`src/hw/rtl/ps2_mouse_packet_tracker_assert.svh`:
```
// Assertion macros for the PS/2 mouse packet tracker.
// No dependencies; included by the top level.
`ifndef PS2_MOUSE_PACKET_TRACKER_ASSERT_SVH
`define PS2_MOUSE_PACKET_TRACKER_ASSERT_SVH

// Overlapping implication, checked at every rising edge outside reset.
`define PMT_ASSERT_NOW(label, clk, rst_n, ante, cons, msg) \
    label: assert property (@(posedge clk) disable iff (!rst_n) (ante) |-> (cons)) \
        else $error(msg);

// Non-overlapping implication: the consequent is checked at the next rising edge.
`define PMT_ASSERT_NEXT(label, clk, rst_n, ante, cons, msg) \
    label: assert property (@(posedge clk) disable iff (!rst_n) (ante) |=> (cons)) \
        else $error(msg);

`endif

```
`src/hw/rtl/pmt_pkg.sv`:
```
// Shared types and constants for the PS/2 mouse packet tracker.
// No dependencies.
`default_nettype none
package pmt_pkg;

    localparam int unsigned CFG_BITS  = 13;
    localparam int unsigned IDX_BITS  = 2;
    localparam logic [IDX_BITS-1:0] CFG_WIDTH  = 2'd0;
    localparam logic [IDX_BITS-1:0] CFG_HEIGHT = 2'd1;

    localparam logic [CFG_BITS-1:0] WIDTH_RST  = 13'd640;
    localparam logic [CFG_BITS-1:0] HEIGHT_RST = 13'd480;
    localparam logic [CFG_BITS-1:0] SIZE_MAX   = 13'd4096;
    localparam logic [CFG_BITS-1:0] WIDTH_MIN  = 13'd16;
    localparam logic [CFG_BITS-1:0] HEIGHT_MIN = 13'd24;
    localparam int unsigned X_MARGIN = 9;
    localparam int unsigned Y_MARGIN = 17;

    localparam int unsigned HDR_LEFT   = 0;
    localparam int unsigned HDR_RIGHT  = 1;
    localparam int unsigned HDR_MIDDLE = 2;
    localparam int unsigned HDR_SYNC   = 3;
    localparam int unsigned HDR_XSIGN  = 4;
    localparam int unsigned HDR_YSIGN  = 5;
    localparam int unsigned HDR_XOVF   = 6;
    localparam int unsigned HDR_YOVF   = 7;

    typedef enum logic [1:0] {
        PH_SKIP,
        PH_HDR,
        PH_X,
        PH_Y
    } t_phase;

    typedef struct packed {
        logic [7:0] hdr;
        logic [7:0] xb;
        logic [7:0] yb;
    } t_pkt;

    typedef struct packed {
        logic [11:0] cursor_x;
        logic [11:0] cursor_y;
        logic        left;
        logic        right;
        logic        middle;
    } t_res;

endpackage
`default_nettype wire

```
`src/hw/rtl/ps2_mouse_packet_tracker.sv`:
```
// Top level of the PS/2 mouse packet tracker: config registers, framer,
// packet queue, position engine and result queue. Depends on pmt_pkg and the
// modules pmt_fifo, pmt_front, pmt_back, and the assertion header.
//
//  channel   | handshake           | payload
//  ----------+---------------------+---------------------------------------
//  bytes in  | push / full         | i_data_byte
//  results   | pop / empty         | o_cursor_x, o_cursor_y, o_*_button
//  config    | i_cfg_we            | i_cfg_idx, i_cfg_data
//
// One byte a cycle while full is low; a completed packet is queued at the edge
// that takes the third byte. The position engine takes it once the result queue
// has room and queues its result for the result ports. Reset is synchronous
// and clears the phase, position and queue counts.
// full follows the two-entry packet queue, which backs up when pop is held low.
`default_nettype none
`include "ps2_mouse_packet_tracker_assert.svh"
module ps2_mouse_packet_tracker #(
    parameter int unsigned POS_BITS = 14
) (
    input  wire logic        i_clk,
    input  wire logic        i_rst_n,
    input  wire logic        push,
    output logic             full,
    input  wire logic [7:0]  i_data_byte,
    output logic             empty,
    input  wire logic        pop,
    output logic [11:0]      o_cursor_x,
    output logic [11:0]      o_cursor_y,
    output logic             o_left_button,
    output logic             o_right_button,
    output logic             o_middle_button,
    input  wire logic        i_cfg_we,
    input  wire logic [pmt_pkg::IDX_BITS-1:0] i_cfg_idx,
    input  wire logic [pmt_pkg::CFG_BITS-1:0] i_cfg_data
);
    import pmt_pkg::*;

    logic [CFG_BITS-1:0] r_width, r_height;
    logic  byte_ok, pkt_push, mid_empty, out_full, back_fire;
    t_pkt  pkt_in, pkt_out;
    t_res  res_in, res_out;

    assign byte_ok   = push && !full;
    assign back_fire = !mid_empty && !out_full;

    always_ff @(posedge i_clk) begin
        if (!i_rst_n) begin
            r_width  <= WIDTH_RST;
            r_height <= HEIGHT_RST;
        end else if (i_cfg_we) begin
            if (i_cfg_idx == CFG_WIDTH) r_width <= i_cfg_data;
            if (i_cfg_idx == CFG_HEIGHT) r_height <= i_cfg_data;
        end
    end

    pmt_front u_front (
        .i_clk      (i_clk),
        .i_rst_n    (i_rst_n),
        .i_valid    (byte_ok),
        .i_byte     (i_data_byte),
        .o_pkt_push (pkt_push),
        .o_pkt      (pkt_in)
    );

    pmt_fifo #(.W($bits(t_pkt))) u_pkt_q (
        .i_clk   (i_clk),
        .i_rst_n (i_rst_n),
        .i_push  (pkt_push),
        .i_data  (pkt_in),
        .o_full  (full),
        .i_pop   (back_fire),
        .o_data  (pkt_out),
        .o_empty (mid_empty)
    );

    pmt_back #(.POS_BITS(POS_BITS)) u_back (
        .i_clk    (i_clk),
        .i_rst_n  (i_rst_n),
        .i_fire   (back_fire),
        .i_pkt    (pkt_out),
        .i_width  (r_width),
        .i_height (r_height),
        .o_res    (res_in)
    );

    pmt_fifo #(.W($bits(t_res))) u_res_q (
        .i_clk   (i_clk),
        .i_rst_n (i_rst_n),
        .i_push  (back_fire),
        .i_data  (res_in),
        .o_full  (out_full),
        .i_pop   (pop),
        .o_data  (res_out),
        .o_empty (empty)
    );

    assign o_cursor_x      = res_out.cursor_x;
    assign o_cursor_y      = res_out.cursor_y;
    assign o_left_button   = res_out.left;
    assign o_right_button  = res_out.right;
    assign o_middle_button = res_out.middle;

    `PMT_ASSERT_NEXT(a_pkt_queued, i_clk, i_rst_n, pkt_push && !full, !mid_empty, "packet lost")
    `PMT_ASSERT_NEXT(a_res_queued, i_clk, i_rst_n, back_fire, !empty, "result lost")
    `PMT_ASSERT_NEXT(a_res_hold, i_clk, i_rst_n, !back_fire && !(pop && !empty), empty == $past(empty), "result queue moved")
endmodule
`default_nettype wire

```
`src/hw/rtl/pmt_fifo.sv`:
```
// Two-entry register queue used between front, back and result ports.
// No dependencies.
`default_nettype none
module pmt_fifo #(
    parameter int unsigned W = 8
) (
    input  wire logic         i_clk,
    input  wire logic         i_rst_n,
    input  wire logic         i_push,
    input  wire logic [W-1:0] i_data,
    output logic              o_full,
    input  wire logic         i_pop,
    output logic [W-1:0]      o_data,
    output logic              o_empty
);
    logic [W-1:0] r_mem [2];
    logic         r_wr, r_rd;
    logic [1:0]   r_cnt, n_cnt;
    logic         do_push, do_pop;

    assign o_full  = (r_cnt == 2'd2);
    assign o_empty = (r_cnt == 2'd0);
    assign do_push = i_push && !o_full;
    assign do_pop  = i_pop && !o_empty;
    assign o_data  = r_mem[r_rd];

    always_comb begin
        n_cnt = r_cnt;
        if (do_push && !do_pop) n_cnt = r_cnt + 2'd1;
        else if (do_pop && !do_push) n_cnt = r_cnt - 2'd1;
    end

    always_ff @(posedge i_clk) begin
        if (!i_rst_n) begin
            r_wr  <= 1'b0;
            r_rd  <= 1'b0;
            r_cnt <= 2'd0;
        end else begin
            r_cnt <= n_cnt;
            if (do_push) r_wr <= !r_wr;
            if (do_pop) r_rd <= !r_rd;
        end
    end

    always_ff @(posedge i_clk) begin
        if (do_push) r_mem[r_wr] <= i_data;
    end
endmodule
`default_nettype wire

```
`src/hw/rtl/pmt_front.sv`:
```
// Byte framer: drops the first byte, syncs on header bytes, emits packets.
// Depends on pmt_pkg.
`default_nettype none
module pmt_front (
    input  wire logic  i_clk,
    input  wire logic  i_rst_n,
    input  wire logic  i_valid,
    input  wire logic [7:0] i_byte,
    output logic       o_pkt_push,
    output pmt_pkg::t_pkt o_pkt
);
    import pmt_pkg::*;

    t_phase     r_state, n_state;
    logic [7:0] r_hdr, r_xb;
    logic       capt_hdr, capt_x;

    always_comb begin
        n_state = r_state;
        if (i_valid) begin
            unique case (r_state)
                PH_SKIP: n_state = PH_HDR;
                PH_HDR:  n_state = i_byte[HDR_SYNC] ? PH_X : PH_HDR;
                PH_X:    n_state = PH_Y;
                PH_Y:    n_state = PH_HDR;
                default: n_state = PH_HDR;
            endcase
        end
    end

    always_comb begin
        capt_hdr   = i_valid && (r_state == PH_HDR) && i_byte[HDR_SYNC];
        capt_x     = i_valid && (r_state == PH_X);
        o_pkt_push = i_valid && (r_state == PH_Y);
        o_pkt.hdr  = r_hdr;
        o_pkt.xb   = r_xb;
        o_pkt.yb   = i_byte;
    end

    always_ff @(posedge i_clk) begin
        if (!i_rst_n) begin
            r_state <= PH_SKIP;
        end else begin
            r_state <= n_state;
        end
    end

    always_ff @(posedge i_clk) begin
        if (capt_hdr) r_hdr <= i_byte;
        if (capt_x) r_xb <= i_byte;
    end
endmodule
`default_nettype wire

```
`src/hw/rtl/pmt_back.sv`:
```
// Position engine: applies packet deltas, clamps to the screen, forms results.
// Depends on pmt_pkg.
`default_nettype none
module pmt_back #(
    parameter int unsigned POS_BITS = 14
) (
    input  wire logic  i_clk,
    input  wire logic  i_rst_n,
    input  wire logic  i_fire,
    input  wire pmt_pkg::t_pkt i_pkt,
    input  wire logic [pmt_pkg::CFG_BITS-1:0] i_width,
    input  wire logic [pmt_pkg::CFG_BITS-1:0] i_height,
    output pmt_pkg::t_res o_res
);
    import pmt_pkg::*;

    localparam int unsigned S = POS_BITS + 2;

    logic [POS_BITS-1:0] r_pos_x, r_pos_y, n_pos_x, n_pos_y;
    logic [CFG_BITS-1:0] w_sat, h_sat;
    logic [8:0]          x_mag, y_mag;
    logic signed [S-1:0] x_sum, y_sum;

    function automatic logic [CFG_BITS-1:0] sat_size(input logic [CFG_BITS-1:0] v,
                                                     input logic [CFG_BITS-1:0] lo);
        logic [CFG_BITS-1:0] s;
        s = v;
        if (s < lo) s = lo;
        if (s > SIZE_MAX) s = SIZE_MAX;
        return s;
    endfunction

    function automatic logic [8:0] magnitude(input logic [7:0] b, input logic neg,
                                             input logic ovf);
        logic [7:0] m;
        m = neg ? (8'd0 - b) : b;
        return {1'b0, m} + (ovf ? 9'd255 : 9'd0);
    endfunction

    function automatic logic [POS_BITS-1:0] clamp(input logic signed [S-1:0] v,
                                                  input logic [CFG_BITS-1:0] size,
                                                  input logic [CFG_BITS-1:0] margin);
        logic signed [S-1:0] lim;
        logic [CFG_BITS-1:0] top;
        lim = $signed(S'(size)) - $signed(S'(margin));
        top = size - CFG_BITS'(1);
        if (v < 0) return '0;
        if (v > lim) return POS_BITS'(top[11:0]);
        return v[POS_BITS-1:0];
    endfunction

    always_comb begin
        w_sat = sat_size(i_width, WIDTH_MIN);
        h_sat = sat_size(i_height, HEIGHT_MIN);
        x_mag = magnitude(i_pkt.xb, i_pkt.hdr[HDR_XSIGN], i_pkt.hdr[HDR_XOVF]);
        y_mag = magnitude(i_pkt.yb, i_pkt.hdr[HDR_YSIGN], i_pkt.hdr[HDR_YOVF]);
        x_sum = i_pkt.hdr[HDR_XSIGN] ? $signed(S'(r_pos_x)) - $signed(S'(x_mag))
                                     : $signed(S'(r_pos_x)) + $signed(S'(x_mag));
        y_sum = i_pkt.hdr[HDR_YSIGN] ? $signed(S'(r_pos_y)) + $signed(S'(y_mag))
                                     : $signed(S'(r_pos_y)) - $signed(S'(y_mag));
        n_pos_x = clamp(x_sum, w_sat, CFG_BITS'(X_MARGIN));
        n_pos_y = clamp(y_sum, h_sat, CFG_BITS'(Y_MARGIN));
        o_res.cursor_x = n_pos_x[11:0];
        o_res.cursor_y = n_pos_y[11:0];
        o_res.left     = i_pkt.hdr[HDR_LEFT];
        o_res.right    = i_pkt.hdr[HDR_RIGHT];
        o_res.middle   = i_pkt.hdr[HDR_MIDDLE];
    end

    always_ff @(posedge i_clk) begin
        if (!i_rst_n) begin
            r_pos_x <= '0;
            r_pos_y <= '0;
        end else if (i_fire) begin
            r_pos_x <= n_pos_x;
            r_pos_y <= n_pos_y;
        end
    end
endmodule
`default_nettype wire

```
`config.mk`:
```
export PLATFORM = sky130hd
export DESIGN_NAME = ps2_mouse_packet_tracker
export DESIGN_NICKNAME = d
export VERILOG_FILES = /design/src/hw/rtl/pmt_pkg.sv /design/src/hw/rtl/ps2_mouse_packet_tracker.sv /design/src/hw/rtl/pmt_fifo.sv /design/src/hw/rtl/pmt_front.sv /design/src/hw/rtl/pmt_back.sv
export VERILOG_INCLUDE_DIRS = /design/src /design/src/hw/rtl
export SDC_FILE = /design/constraint.sdc
export NUM_CORES = 1
export LEC_CHECK = 0
export BUFFER_PORTS_ARGS = -buffer_cell sky130_fd_sc_hd__buf_4
export CAP_MARGIN = 20
export CORE_MARGIN = 8
export CORE_UTILIZATION = 45
export DETAILED_ROUTE_END_ITERATION = 10
export GPL_TIMING_DRIVEN = 0
export SYNTH_ARGS = -nofsm -noshare
export SYNTH_HDL_FRONTEND = slang
export SYNTH_SLANG_ARGS = --single-unit
export TNS_END_PERCENT = 10
```
`constraint.sdc`:
```
create_clock -name i_clk -period 8 [get_ports i_clk]
set_input_delay 0.8 -clock i_clk [delete_from_list [all_inputs] [get_ports i_clk]]
set_output_delay 0.8 -clock i_clk [all_outputs]
set_load 0.005 [all_outputs]
```
== Word level (Yosys, flattened, before mapping) ==
Memory sizes are Yosys's and may differ from the RTL's. A register that Yosys moved wholly into a read port is not among the register bits.
Cells that the tools add are included.

* Output and inout bits: 29
* Logic and storage cells: 118
* Flip-flop bits (word level): 80
* Memory bits (writable): 102
* Memories: 2

{| class="wikitable"
|+ Memories
! memory !! words !! width !! read ports !! clocked after Yosys merged registers in !! wr ports !! line !! text
|-
| u_res_q.r_mem || 2 || 27 || 1 || 1 || 1 || pmt_fifo.sv:16 || <nowiki>logic [W-1:0] r_mem [2];</nowiki>
|-
| u_pkt_q.r_mem || 2 || 24 || 1 || 1 || 1 || pmt_fifo.sv:16 ||
|}

* $lt $le $gt $ge: 8
* Reductions and logical operators: 35
* Multiplexer cells: 38
* Add/subtract/negate cells: 16
* Equal/unequal tests: 6

{| class="wikitable"
|+ Operators with widths
! operator !! count
|-
| two-way mux 14 bit || 8
|-
| two-way mux 13 bit || 4
|-
| > comparator 16 x 14 -> 1 bit || 2
|-
| < comparator 16 x 1 -> 1 bit (second input constant) || 2
|-
| two-way mux 16 bit || 2
|-
| two-way mux 8 bit || 4
|-
| adder 14 x 9 -> 15 bit || 2
|-
| subtractor 14 x 9 -> 15 bit || 2
|-
| > comparator 13 bit (second input constant) || 2
|-
| < comparator 13 x 5 -> 1 bit (second input constant) || 2
|-
| subtractor 12 x 1 -> 12 bit (second input constant) || 2
|-
| adder 8 x 9 -> 9 bit || 2
|-
| subtractor 1 x 8 -> 8 bit (first input constant) || 2
|-
| logical AND 1 bit || 14
|-
| two-way mux 1 bit || 14
|-
| subtractor 13 x 4 -> 14 bit (second input constant) || 1
|-
| subtractor 13 x 5 -> 14 bit (second input constant) || 1
|-
| zero test 1 bit || 12
|-
| two-way mux 2 bit || 5
|-
| == test 2 bit (second input constant) || 4
|-
| zero test 2 bit || 4
|-
| one-hot mux 2 bit (3 select lines) || 1
|-
| adder 2 x 1 -> 2 bit (second input constant) || 2
|-
| == test 2 x 1 -> 1 bit (second input constant) || 2
|-
| other kinds (4) || 7
|}

== Depth between registers and ports, before layout ==
* Word-level depth: 10
* Depth in mapped cells: 33
* Mapped depth without buffers: 29

== Modules after synthesis ==
Synthesis repeated with hierarchy kept, for this count alone.

* Cells, all modules: 1277
* Area total of the unflattened synthesis: 12458.2 um^2

{| class="wikitable"
|+ Modules (own cells, without submodules)
! module !! cells each !! area each (um^2) !! instances
|-
| pmt_back || 925 || 6645.1 || 1
|-
| pmt_fifo at u_res_q || 109 || 2179.6 || 1
|-
| pmt_fifo at u_pkt_q || 100 || 1960.6 || 1
|-
| ps2_mouse_packet_tracker || 109 || 1039.7 || 1
|-
| pmt_front || 34 || 633.1 || 1
|}

== Worst setup path after synthesis ==
OpenSTA, ideal clock, no wires.

* Path type: flip-flop to flip-flop
* Start: register (tool-made name)
* End: memory u_res_q.r_mem[0][24] (netlist name) (data pin)
* Cell stages (with the launch flop): 29
* Period minus slack after synthesis: 6.961 ns
* Data arrival time: 6.691 ns
* Setup slack: 1.039 ns
* Data required time: 7.729 ns
* Cell sequence: dfxtp_1 > buf_2 > buf_1 > clkbuf_1 > buf_1 > mux2i_1 > inv_1 > ha_1 > inv_1 > fa_1 > o21ai_0 > a31oi_1 > xnor2_1 > ha_1 > or3_1 > nand2b_1 > o211a_1 > and3_1 > a22o_1 > xnor2_1 > ha_1 > nand3_1 > nor2_1 > o41a_1 > o31ai_2 > buf_2 > buf_2 > mux2i_1 > nor2_1

{| class="wikitable"
|+ RTL lines
! what !! line
|-
| end, declared || pmt_fifo.sv:16
|}

==> out/summary.md <==
Internal power comes to 0.00336 W. OpenSTA, run right after detailed placement, puts the worst setup slack at -0.611 ns. In this run the deepest clock path goes through 2 buffers. The via count normalized by instance count was 5.47. In this run the clock root is driven by a sky130_fd_sc_hd__clkbuf_16.

The async set-or-reset flop fraction in the synthesized netlist works out to 0. The tools report the detailed-placement wirelength estimate as 22400 um. In this design, the stage delay of the slowest critical-path cell is 0.42 ns.

The first global-routing pass estimated 45700 um of wire. The count of final max-slew check failures came out at 0. After floorplanning, the core was divided into 59 placement rows.

The share of the yosys chip area belonging to registers was 0.407; the total chip power was 0.00629 W. The run gives 0 as the number of antenna violations at the first check in global routing. The worst-case headroom to the max-slew limit came out at 0.360.

The post-route fraction of the period consumed by the critical path was 0.934. The logs give 8612 for the via count of the first global-routing pass and 286 uV for the worst IR drop on VDD. The tools report the global-route usage over all layers as 0.185. The post-route worst setup slack was 0.525 ns.

A synthesized cell averages 9.70 um2. After technology mapping, the gate count stands at 1210. Setup repair after global routing left no endpoint under its margin. The run gives 0.0315 mm2 as the overall die area. For this run, design rule violations remaining after detail routing come to 0.

Total CTS buffers: 17. The run gives 0 as the total count of hold-check failures in the final report. The tool flagged a number of max-cap violations equal to 0.

Summing all multi-input logic gate instances after layout gives 0.00655 mm2. The total iterations of the first detailed-routing run came out at 5. The portion of total power attributed to sequential cells is 0.223. The H-tree generated during clock tree synthesis spans 4 levels. Hold repair after CTS inserted 0 buffers. Count of input and output buffers: 56.

The clock tree skew after final layout is 0.0128 ns. The nature of the critical path endpoint was a flip-flop. The worst setup path is of the reg -> reg kind. The layout net count is 1429, and the routed metal-1 wirelength is 13500 um. The logs give 0.643 for the share of total power in combinational logic and 29 for the pin count of the biggest net entering global routing.

The overall die height is 177 um. The tools report the remaining antenna violation count after routing as 0. Share of the synthesized area in the top cell type: 0.294.

Summing over every cut layer, the via total after detailed routing is 8976. Highest signal layer in the routed design: met4. The number of inserted diodes is 0, and the number of filler instances in the final layout is 2421. Summed over all nets, the switching power comes to 0.00293 W. The maximum net fanout on the critical path was 19. The worst path arrival time is 7.64 ns, and the layout overhead on the synthesized area is 13.3%. During synthesis, Yosys emitted a total of 0 warnings. The ratio of cells with drive above 1 in the final layout works out to 0.132. The most area-hungry cell type in the Yosys netlist was sky130_fd_sc_hd__edfxtp_1. Setup violations remaining at the end of the flow were counted as 0.

Number of flip-flops and latches in the synthesized netlist: 181. In the detailed route, the total length drawn on met3 is 994 um. The region available for standard cell placement spans 0.0258 mm2. After clock tree synthesis, the clock-pin slew on the worst setup and hold paths is 0.07 ns. Most numerous cell on the critical path: sky130_fd_sc_hd__buf_2.

The initial core utilization is 0.454. The maximum clock rate was 134 MHz; the measured slew at the worst slew-check pin was 0.958 ns. Kind of start point of the critical path: a flip-flop. The netlist uses 81 different library cells.

The congestion estimate from routability-driven global placement came to 0.875. The clock period could shrink to 7.48 ns. The predominant post-synthesis flop cell is sky130_fd_sc_hd__edfxtp_1. Summing all flip-flop and latch instances after layout gives 0.00477 mm2.

Data on the critical path is required at its endpoint by 8.17 ns. The worst hold path belongs to the class reg -> reg. Pin placement for this block handled 57 I/O pins. Yosys instantiated no cell more often than sky130_fd_sc_hd__nand2_1. TritonCTS built the clock tree.

The fraction of power spent switching nets is 0.466, and the amount of wire on met2 after detailed routing is 14100 um. Synthesized cell area: 0.0117 mm2. In the post-synthesis netlist, the biggest area contributors are sky130_fd_sc_hd__edfxtp_1, sky130_fd_sc_hd__dfxtp_1, sky130_fd_sc_hd__ha_1, sky130_fd_sc_hd__nand2_1, sky130_fd_sc_hd__mux2_2. The power density over the cells was 473 mW/mm2. Summed over all cells, the static leakage comes to 5.30 nW. Yosys mapped a number of flops with a built-in enable equal to 115. The portion of total power attributed to the clock network was 0.134.

Among all stages on the critical path, the largest delay is contributed by sky130_fd_sc_hd__xnor2_1. The run gives 0.44 ns as the latest clock arrival within the worst-skew pair. The flow ran to the end, and the final reports show no timing, DRC or antenna violations.

The detailed router finished its first iteration with 548 violations. Overall die width: 177 um. The post-detailed-route wirelength per cell works out to 17.6 um.

After global routing the overflow that remains totals 0. By count the netlist is led by sky130_fd_sc_hd__nand2_1, sky130_fd_sc_hd__edfxtp_1, sky130_fd_sc_hd__ha_1. Number of sinks driven by the clock tree: 181.

In this run the most critical hold path is launched from u_front.r_xb[4]. The run gives 29000 um as the final wirelength.
## per-layer routing
metal	vias to the layer above	GRT usage
met1	4258	0.241
met5	-	0
met4	0	0.0465
met2	168	0.317
li1	4523	-
met3	27	0.0262
## power by group through the flow
| stage | Sequential, W | Combinational [W] | Clock (W) |
|---|---|---|---|
| floorplan | 0.00139 | 0.00291 | 0 |
| global placement | 0.00142 | 0.00394 | 0 |
| detailed placement | 0.00142 | 0.00400 | 0 |
| CTS | 0.00140 | 0.00403 | 0.000864 |
| global route | 0.00142 | 0.00449 | 0.000900 |
| finish | 0.00140 | 0.00404 | 0.000846 |
## state kept, by name, summed over array words and instances (netlist names), named ones only
name / flops
u_res_q.r_mem: 54
u_pkt_q.r_mem: 46
u_back.r_pos_x: 14
u_back.r_pos_y: 14
r_height: 13
r_width: 13
u_front.r_xb: 8
u_front.r_hdr: 7
u_front.r_state: 2
u_pkt_q.r_cnt: 2
u_res_q.r_cnt: 2
u_pkt_q.r_rd: 1
u_pkt_q.r_wr: 1
u_res_q.r_rd: 1
u_res_q.r_wr: 1
## placed cells by master, fill, tap and decap left out, types with 37 or more instances in the layout
master / instances
sky130_fd_sc_hd__nand2_1: 117
sky130_fd_sc_hd__nor2_1: 98
sky130_fd_sc_hd__dfxtp_1: 66
sky130_fd_sc_hd__a21oi_1: 76
sky130_fd_sc_hd__clkbuf_1: 40
sky130_fd_sc_hd__xnor2_1: 44
sky130_fd_sc_hd__edfxtp_1: 115
sky130_fd_sc_hd__buf_4: 56
sky130_fd_sc_hd__inv_1: 61
sky130_fd_sc_hd__mux2_2: 37
sky130_fd_sc_hd__o21ai_0: 40
sky130_fd_sc_hd__ha_1: 102
## cell families (layout without fill, tap and decap cells)
logic type	count (synthesis)	in the layout	synth area share
xor gates and xnor gates	71	71	0.0530
adders and majority gates	108	108	0.119
and+or+nand+nor	380	380	0.155
buffers and inverters	120	209	0.0405
other	1	8	0.000320
muxes	66	66	0.0603
AOI/OAI and AO/OA	283	283	0.165
DFF	181	181	0.407
## final cells by class
type	instances	area share
well taps	335	0.0315
multi-input cells	916	0.493
clock buffers	17	0.0320
repair buffers	58	0.0348
inverters	63	0.0178
plain buffers	56	0.0184
clock inverters	15	0.0134
flip-flops and latches	181	0.359
## worst paths after layout
check / to / slack (ns) / cells after the start
worst max-delay path: u_res_q.r_mem[0][25] / 0.52 / 26
worst min-delay path: u_pkt_q.r_mem[0][12] / 0.45 / 0
worst max register to register: u_res_q.r_mem[0][25] / 0.52 / 26
worst min register to register: u_pkt_q.r_mem[0][12] / 0.45 / 0
## critical path: cells and delay by family (launching register included)
kind / cells / cell delay (ns)
AOI/OAI and AO/OA: 10 / 2.57
buffers and inverters: 7 / 2.10
adders and majority gates: 3 / 0.96
muxes: 2 / 0.59
xor gates and xnor gates: 2 / 0.55
DFF: 1 / 0.31
and+or+nand+nor: 2 / 0.13
## stage by stage
step	setup TNS, ns	cells	hold slack, ns	util	cell area (um2)
after floorplan	0	1217	0.421	-	11800
after detailed placement	-27.95	1609	0.431	0.489	12600
final	0	1641	0.446	0.514	13300
after global routing	0	1641	0.461	0.514	13300
after CTS	0	1640	0.446	0.512	13200
after global placement	-27.26	1608	0.424	0.488	12600
## repair_timing
item | in CTS | in global routing
gates resized for setup | 2 | 12
buffers inserted | 0 | 0
setup endpoints to repair | 76 | 58
Power figures use the tool's default switching activity.
